==> config.mk <==
export PLATFORM = sky130hd
export DESIGN_NAME = history_bar_graph_pixel_gen
export DESIGN_NICKNAME = d
export VERILOG_FILES = /design/src/design/hbg_pkg.sv /design/src/design/hbg_ctrl.sv /design/src/design/hbg_dp.sv /design/src/design/history_bar_graph_pixel_gen.sv
export SDC_FILE = /design/constraint.sdc
export NUM_CORES = 2
export LEC_CHECK = 0
export ABC_CLOCK_PERIOD_IN_PS = 4300
export BUFFER_PORTS_ARGS = -buffer_cell sky130_fd_sc_hd__buf_2
export CORE_MARGIN = 2
export CORE_UTILIZATION = 43
export DETAILED_ROUTE_END_ITERATION = 8
export PLACE_DENSITY = 0.62
export REMOVE_ABC_BUFFERS = 1
export SYNTH_ARGS = -nofsm -noshare
export SYNTH_HDL_FRONTEND = slang
export SYNTH_HIERARCHICAL = 1
export SYNTH_SLANG_ARGS = --single-unit
==> constraint.sdc <==
create_clock -name clk -period 4.3 [get_ports clk]
set_input_delay 0.215 -clock clk [delete_from_list [all_inputs] [get_ports clk]]
set_output_delay 0.215 -clock clk [all_outputs]
set_load 0.01 [all_outputs]
==> src/design/hbg_pkg.sv <==
// ----------------------------------------------------------------------------
// History bar graph pixel generator: package
// Sizes, operation codes, colors and the controller-to-datapath command struct.
// ----------------------------------------------------------------------------
`default_nettype none

package hbg_pkg;

	localparam int SAMPLES = 64;
	localparam int IDX_W   = $clog2(SAMPLES);
	localparam int HALF    = SAMPLES / 2;

	typedef enum logic [1:0] {
		OP_ADD_LAT = 2'd0,
		OP_ADD_LVL = 2'd1,
		OP_QUERY   = 2'd2
	} op_t;

	localparam logic [31:0] COL_RED = 32'hff0000ff;
	localparam logic [31:0] COL_GRN = 32'h00ff00ff;
	localparam logic [31:0] COL_BLU = 32'h0000ffff;
	localparam logic [31:0] COL_YLW = 32'hffff00ff;
	localparam logic [31:0] COL_BG1 = 32'h111111ff;
	localparam logic [31:0] COL_BG2 = 32'h222222ff;

	typedef struct packed {
		logic wr_lat;
		logic wr_lvl;
		logic rd;
		logic eval;
	} cmd_t;

endpackage

`default_nettype wire

==> src/design/hbg_ctrl.sv <==
// ----------------------------------------------------------------------------
// History bar graph pixel generator: controller
// Decodes accepted requests into datapath commands and sequences pixel queries.
// ----------------------------------------------------------------------------
`default_nettype none

module hbg_ctrl (
	input  wire logic        clk,
	input  wire logic        arst_n,
	input  wire logic        start,
	input  wire logic [1:0]  op,
	output logic             busy,
	output hbg_pkg::cmd_t    cmd
);
	import hbg_pkg::*;

	typedef enum logic {
		ST_IDLE,
		ST_EVAL
	} state_t;

	state_t state_q;
	logic   busy_q;
	logic   accept;

	assign accept = start && !busy_q;
	assign busy   = busy_q;

	always_comb begin
		cmd        = '0;
		cmd.eval   = (state_q == ST_EVAL);
		if (accept) begin
			case (op)
				OP_ADD_LAT: cmd.wr_lat = 1'b1;
				OP_ADD_LVL: cmd.wr_lvl = 1'b1;
				OP_QUERY:   cmd.rd     = 1'b1;
				default:    ;
			endcase
		end
	end

	always_ff @(posedge clk or negedge arst_n) begin
		if (!arst_n) begin
			state_q <= ST_IDLE;
			busy_q  <= 1'b0;
		end else begin
			case (state_q)
				ST_IDLE: begin
					if (accept && op == OP_QUERY) begin
						state_q <= ST_EVAL;
						busy_q  <= 1'b1;
					end
				end
				ST_EVAL: begin
					state_q <= ST_IDLE;
					busy_q  <= 1'b0;
				end
				default: begin
					state_q <= ST_IDLE;
					busy_q  <= 1'b0;
				end
			endcase
		end
	end

endmodule

`default_nettype wire

==> src/design/hbg_dp.sv <==
// ----------------------------------------------------------------------------
// History bar graph pixel generator: datapath
// Holds both sample rings and heads, reads one entry of each per query and colors it.
// ----------------------------------------------------------------------------
`default_nettype none

module hbg_dp (
	input  wire logic               clk,
	input  wire logic               arst_n,
	input  wire hbg_pkg::cmd_t      cmd,
	input  wire logic signed [15:0] snapshot_ms,
	input  wire logic [15:0]        interp_level,
	input  wire logic [5:0]         pixel_row,
	input  wire logic [5:0]         pixel_column,
	output logic [31:0]             pixel_rgba,
	output logic                    done
);
	import hbg_pkg::*;

	logic [15:0]        lat_mem [SAMPLES];
	logic [15:0]        lvl_mem [SAMPLES];
	logic [SAMPLES-1:0] lat_vld_q;
	logic [SAMPLES-1:0] lvl_vld_q;
	logic [IDX_W-1:0]   lat_head_q;
	logic [IDX_W-1:0]   lvl_head_q;
	logic [IDX_W-1:0]   lat_wa;
	logic [IDX_W-1:0]   lvl_wa;
	logic [IDX_W-1:0]   lat_ra;
	logic [IDX_W-1:0]   lvl_ra;
	logic [IDX_W-1:0]   row;
	logic [IDX_W-1:0]   col;

	logic [15:0]        lat_rd_s1;
	logic [15:0]        lvl_rd_s1;
	logic               lat_vld_s1;
	logic               lvl_vld_s1;
	logic [IDX_W-1:0]   row_s1;
	logic [IDX_W-1:0]   col_s1;

	logic [15:0]        lat_val;
	logic [15:0]        lvl_val;
	logic [17:0]        lvl_x4;
	logic [17:0]        lvl_need;
	logic [13:0]        lat_bar;
	logic [13:0]        lat_need;
	logic [IDX_W-1:0]   shade_x;
	logic [IDX_W-1:0]   shade_head;
	logic [31:0]        shade_col;
	logic [31:0]        pixel_d;

	logic [31:0]        pixel_q;
	logic               done_q;

	assign row    = pixel_row[IDX_W-1:0];
	assign col    = pixel_column[IDX_W-1:0];
	assign lat_wa = lat_head_q + IDX_W'(1);
	assign lvl_wa = lvl_head_q + IDX_W'(1);
	assign lat_ra = lat_wa + col;
	assign lvl_ra = lvl_wa + col;

	always_ff @(posedge clk or negedge arst_n) begin
		if (!arst_n) begin
			lat_head_q <= '0;
			lvl_head_q <= '0;
			lat_vld_q  <= '0;
			lvl_vld_q  <= '0;
		end else begin
			if (cmd.wr_lat) begin
				lat_head_q         <= lat_wa;
				lat_vld_q[lat_wa]  <= 1'b1;
			end
			if (cmd.wr_lvl) begin
				lvl_head_q         <= lvl_wa;
				lvl_vld_q[lvl_wa]  <= 1'b1;
			end
		end
	end

	always_ff @(posedge clk) begin
		if (cmd.wr_lat) begin
			lat_mem[lat_wa] <= snapshot_ms;
		end
		if (cmd.rd) begin
			lat_rd_s1 <= lat_mem[lat_ra];
		end
	end

	always_ff @(posedge clk) begin
		if (cmd.wr_lvl) begin
			lvl_mem[lvl_wa] <= interp_level;
		end
		if (cmd.rd) begin
			lvl_rd_s1 <= lvl_mem[lvl_ra];
		end
	end

	always_ff @(posedge clk) begin
		if (cmd.rd) begin
			lat_vld_s1 <= lat_vld_q[lat_ra];
			lvl_vld_s1 <= lvl_vld_q[lvl_ra];
			row_s1     <= row;
			col_s1     <= col;
		end
	end

	assign lat_val  = lat_vld_s1 ? lat_rd_s1 : 16'd0;
	assign lvl_val  = lvl_vld_s1 ? lvl_rd_s1 : 16'd0;
	assign lvl_x4   = {lvl_val, 2'b00};
	assign lvl_need = 18'((HALF - int'(row_s1)) * 256);
	assign lat_bar  = 14'(lat_val[15:3]) + 14'd1;
	assign lat_need = 14'(2 * HALF - int'(row_s1));

	assign shade_head = (int'(row_s1) < HALF) ? lvl_head_q : lat_head_q;
	assign shade_x    = shade_head + col_s1;
	assign shade_col  = (int'(shade_x) >= HALF) ? COL_BG1 : COL_BG2;

	always_comb begin
		if (int'(row_s1) < HALF) begin
			if (lvl_x4 >= lvl_need) begin
				pixel_d = (lvl_val <= 16'd256) ? COL_BLU : COL_YLW;
			end else begin
				pixel_d = shade_col;
			end
		end else if (lat_val[15]) begin
			pixel_d = COL_RED;
		end else if (lat_bar >= lat_need) begin
			pixel_d = COL_GRN;
		end else begin
			pixel_d = shade_col;
		end
	end

	always_ff @(posedge clk) begin
		if (cmd.eval) begin
			pixel_q <= pixel_d;
		end
	end

	always_ff @(posedge clk or negedge arst_n) begin
		if (!arst_n) begin
			done_q <= 1'b0;
		end else begin
			done_q <= cmd.eval;
		end
	end

	assign pixel_rgba = pixel_q;
	assign done       = done_q;

endmodule

`default_nettype wire

==> src/design/history_bar_graph_pixel_gen.sv <==
// ----------------------------------------------------------------------------
// History bar graph pixel generator: top level
// Two 64-entry sample rings drawn as a bar graph, one pixel per query request.
// ----------------------------------------------------------------------------
// Requests are taken at a rising edge where start is high and busy is low;
// op selects add latency sample, add level sample or query pixel.
// An add leaves busy low, so a request may follow at once.
// A query reads both rings at the addressed column in the accept cycle,
// colors the pixel in the next cycle with busy high, and presents it on
// pixel_rgba with done high for exactly one cycle after that. The registered
// ring read is followed by the color stage, and no request is accepted while
// busy is high.
// A new request may be accepted in the same cycle that done is high.
// The receiver cannot stall; done is high for one cycle only, and pixel_rgba
// holds the pixel until the next query. Reset clears both heads and the
// per-entry valid bits, so every ring entry reads as zero until written; no
// clearing pass is needed.
`default_nettype none

module history_bar_graph_pixel_gen (
	input  wire logic               clk,
	input  wire logic               arst_n,
	input  wire logic               start,
	output logic                    busy,
	input  wire logic [1:0]         op,
	input  wire logic signed [15:0] snapshot_ms,
	input  wire logic [15:0]        interp_level,
	input  wire logic [5:0]         pixel_row,
	input  wire logic [5:0]         pixel_column,
	output logic                    done,
	output logic [31:0]             pixel_rgba
);
	import hbg_pkg::*;

	cmd_t cmd;

	hbg_ctrl u_ctrl (
		.clk    (clk),
		.arst_n (arst_n),
		.start  (start),
		.op     (op),
		.busy   (busy),
		.cmd    (cmd)
	);

	hbg_dp u_dp (
		.clk          (clk),
		.arst_n       (arst_n),
		.cmd          (cmd),
		.snapshot_ms  (snapshot_ms),
		.interp_level (interp_level),
		.pixel_row    (pixel_row),
		.pixel_column (pixel_column),
		.pixel_rgba   (pixel_rgba),
		.done         (done)
	);

endmodule

`default_nettype wire

==> results_dict.tcl <==
set metrics [dict create \
    initial_core_util_pct 43.24 \
    path_delay_family "XOR/XNOR gates" \
    skew_ps 49.06 \
    critPathBufInv 2 \
    worst-path-max-fanout 14 \
    min_period_ps 3996 \
    post-route-drc-count 0 \
    grt_util_all_layers_pct 19.59 \
    cts-root-buf "clkbuf_16" \
    fmax_ghz 0.2503 \
    yosysTopAreaCell "edfxtp_1" \
    ctsResizeCount 0 \
    yosysUniqueCellTypes 63 \
    critPathKind "reg -> reg" \
    worstPathRequired_ps 4850 \
    ys_top_cells_by_count "1,908 x edfxtp_1, 620 x mux4_2, 147 x nor2_1, 143 x dfrtp_1, 128 x or2_1" \
    hold_path_depth 2 \
    fp-row-count 158 \
    outcome "completed" \
    fp.dieW_um 435.8 \
    hold_violations 0 \
    async_reset_ff_share_pct 6.972 \
    grt_first_pass_wirelength_mm 269.4 \
    cts_buffer_depth 3 \
    holdWs_ps 30.14 \
    synth_top_area_share_pct 71.45 \
    post_drt_wl_per_cell_um 28.31 \
    portBuffers 71 \
    ios 83 \
    peakVddDrop_mv 0.6646 \
    htree_num_levels 4 \
    dpl_worst_slack_ps 328.1 \
    antenna_found_initial 1 \
    ant_nets 0 \
    grt_overflow 0 \
    crit_path_end_kind "register" \
    tritoncts "yes" \
    routed_wl_mm 185.4 \
    synthTopCellsByArea "edfxtp_1 71%, mux4_2 17%, dfrtp_1 4.5%" \
    dp_hpwl_mm 107.1 \
    synth_most_common_cell "edfxtp_1" \
    syn-instance-count 3518 \
    synth_xor_area_share_pct 0.5227 \
    cp.depth 11 \
    viasPerCell 5.631 \
    slew_headroom_pct 15.16 \
    synthSimpleGateAreaFrac_pct 2.600 \
    drt_first_pass_iters 7 \
    p_per_area_nw_per_um2 697.0 \
    vias 36880 \
    fp.dieH_um 435.8 \
    cp.arrival_ps 4550 \
    synth_edf_count 1908 \
    cpPeakStageDelay_ps 700 \
    avgSynthCellArea_um2 22.79 \
    fp.dieArea_um2 189900 \
    slew_violations 0 \
    ys_warn_count 6 \
    crit_slowest_cell "xnor2_2" \
    synth.mux.area_fraction_pct 18.60 \
    drive_gt1_share_pct 32.55 \
    nets 3982 \
    placed_cells 6151 \
    setup_viol 0 \
    worstPathCellList "ha_1, xnor2_1, inv_2, ha_1, a21o_1, a21oi_1, xnor2_2, buf_12, mux4_2, mux2i_1, mux2i_1" \
    ys_seq_elements 2051 \
    gp_congestion 0.8181 \
    rsz0062_at_grt "false" \
    synth_compound_area_share_pct 0.4354 \
    cts_buffers 200 \
    drv_cap 0 \
    synth_top_family_by_area "multiplexers" \
    final-instance-count-excl-fill 6548 \
    synth_fa_ha_area_share_pct 0.6273 \
    r2r_cells 11 \
    fin_crit_sh_pct 92.92 \
    p_leak_uw 0.03047 \
    yosys_most_used_dff "edfxtp_1" \
    r2r_start "u_dp/lvl_head_q[0]$_DFFE_PN0P_" \
    hold_path_class "in -> reg" \
    cp-start-kind "register" \
    clk_pin_slew_ps 70 \
    min-delay-start "snapshot_ms[11]" \
    fin_ws_ps 304.5 \
    cts.sinks 2051 \
    syn2layout_area_growth_pct 14.85 \
    tightest_slew_ps 1273 \
    clock_latency_ps 840 \
    drt_iter0_drc 3642 \
    grt_pass1_vias 38020 \
    synthesis.area_um2 80180 \
    grt_max_degree 82 \
    core_region_area_um2 185400 \
    setup.worst_path.start "u_dp/lvl_head_q[0]$_DFFE_PN0P_" \
    ys_seq_area_share_pct 75.92 \
]
path summary, 6_finish.rpt:
kind	end	slack [ps]
worst max register to register	u_dp/lvl_rd_s1[3]$_DFFE_PP_	300
worst max-delay path	u_dp/lvl_rd_s1[3]$_DFFE_PP_	300
worst min register to register	u_dp/lat_vld_q[27]$_DFFE_PN0P_	450
worst min-delay path	u_dp/lat_mem[4][11]$_DFFE_PP_	30
min in group asynchronous	u_dp/lvl_vld_q[28]$_DFFE_PN0P_	410
max in group asynchronous	u_dp/lat_vld_q[53]$_DFFE_PN0P_	3120
worst reg2reg max path, delay by kind of cell, from the launching register on:
kind                     cells  cell delay [ps]
adder cells (fa/ha/maj)      2              630
XOR/XNOR                     2             1120
multiplexers                 3              940
buffers and inverters        2              390
flip-flops                   1              380
AO/OA/AOI/OAI                2              250
registers in the layout (all words and copies together) (netlist names):
| signal | count |
|---|---|
| u_ctrl/state_q | 1 |
| u_dp/lat_vld_q | 64 |
| u_dp/lvl_mem | 1024 |
| u_dp/lvl_rd_s1 | 16 |
| u_dp/row_s1 | 6 |
| u_dp/lat_vld_s1 | 1 |
| u_dp/pixel_rgba | 9 |
| u_dp/lat_mem | 832 |
| u_dp/col_s1 | 6 |
| u_dp/lat_rd_s1 | 13 |
| u_dp/lvl_vld_s1 | 1 |
| u_dp/done | 1 |
| u_dp/lvl_vld_q | 64 |
| u_ctrl/busy | 1 |
| u_dp/lat_head_q | 6 |
| u_dp/lvl_head_q | 6 |
cells by family (layout without fill, tap and decap cells):
| group | Yosys count | count (layout) |
|---|---|---|
| adders and majority gates | 39 | 39 |
| muxes | 715 | 715 |
| other | 1 | 11 |
| AOI/OAI and AO/OA | 54 | 54 |
| buffers and inverters | 207 | 747 |
| and+or+nand+nor | 410 | 410 |
| xor gates and xnor gates | 41 | 41 |
| DFF | 2051 | 2051 |
layer usage:
layer  vias up  wire length [um]  track usage (%)
met1     20060             76420            26.76
met5         -                 0                0
li1      15460                 -                -
met3       256             10580            3.141
met4         0              3977            4.900
met2      1099             94400            33.05
stage by stage:
step	area [um^2]	TNS (ps)	utilization [%]	total power, uW
final	92090	0	49.66	64180
after global placement	85370	0	46.04	47630
after detailed placement	85370	0	46.04	47740
after floorplan	79270	-215040	-	32430
after CTS	92080	0	49.66	64990
after global routing	92080	0	49.66	66570
placed cells by master, fill, tap and decap left out, types with 6 or more instances in the layout:
| cell type | count |
|---|---|
| buf_4 | 220 |
| clkbuf_16 | 201 |
| inv_1 | 21 |
| or3_1 | 7 |
| a21oi_1 | 15 |
| a21o_1 | 6 |
| xor2_1 | 10 |
| and3_1 | 6 |
| inv_16 | 7 |
| edfxtp_1 | 1908 |
| mux2i_1 | 94 |
| buf_12 | 36 |
| xnor2_1 | 20 |
| buf_2 | 70 |
| and2_1 | 14 |
| conb_1 | 8 |
| mux4_2 | 620 |
| nor2_1 | 83 |
| nor2b_1 | 6 |
| dfrtp_1 | 143 |
| xnor2_2 | 7 |
| or2_1 | 128 |
| clkbuf_8 | 15 |
| nand3_1 | 16 |
| clkbuf_1 | 53 |
| o21ai_0 | 11 |
| nand4_1 | 8 |
| nand2_1 | 59 |
| clkinv_1 | 41 |
| clkinv_2 | 29 |
| nor2_2 | 64 |
| bufinv_16 | 14 |
| dlygate4sd3_1 | 20 |
| ha_1 | 35 |
final cells by class:
| type | count | area (um^2) |
|---|---|---|
| inverters | 26 | 97.59 |
| fillers | 14750 | 93340 |
| flip-flops and latches | 2051 | 60870 |
| clock inverters | 104 | 1046 |
| clock buffers | 269 | 5435 |
| diodes | 3 | 7.507 |
| repair buffers | 348 | 2962 |
| well taps | 2480 | 3103 |
| multi-input cells | 1267 | 18560 |
power by group:
| group | internal, uW | total [uW] | switching (uW) |
|---|---|---|---|
| clock network | 9770 | 17200 | 7470 |
| logic | 12400 | 24800 | 12400 |
| registers | 22100 | 22200 | 69.3 |
| total | 44300 | 64200 | 19900 |
what timing repair did:
action	in CTS	in global routing
hold buffers	21	0
setup buffers	0	0
hold endpoints to repair	177	0
Note: power is estimated with default switching activity, not from simulation.
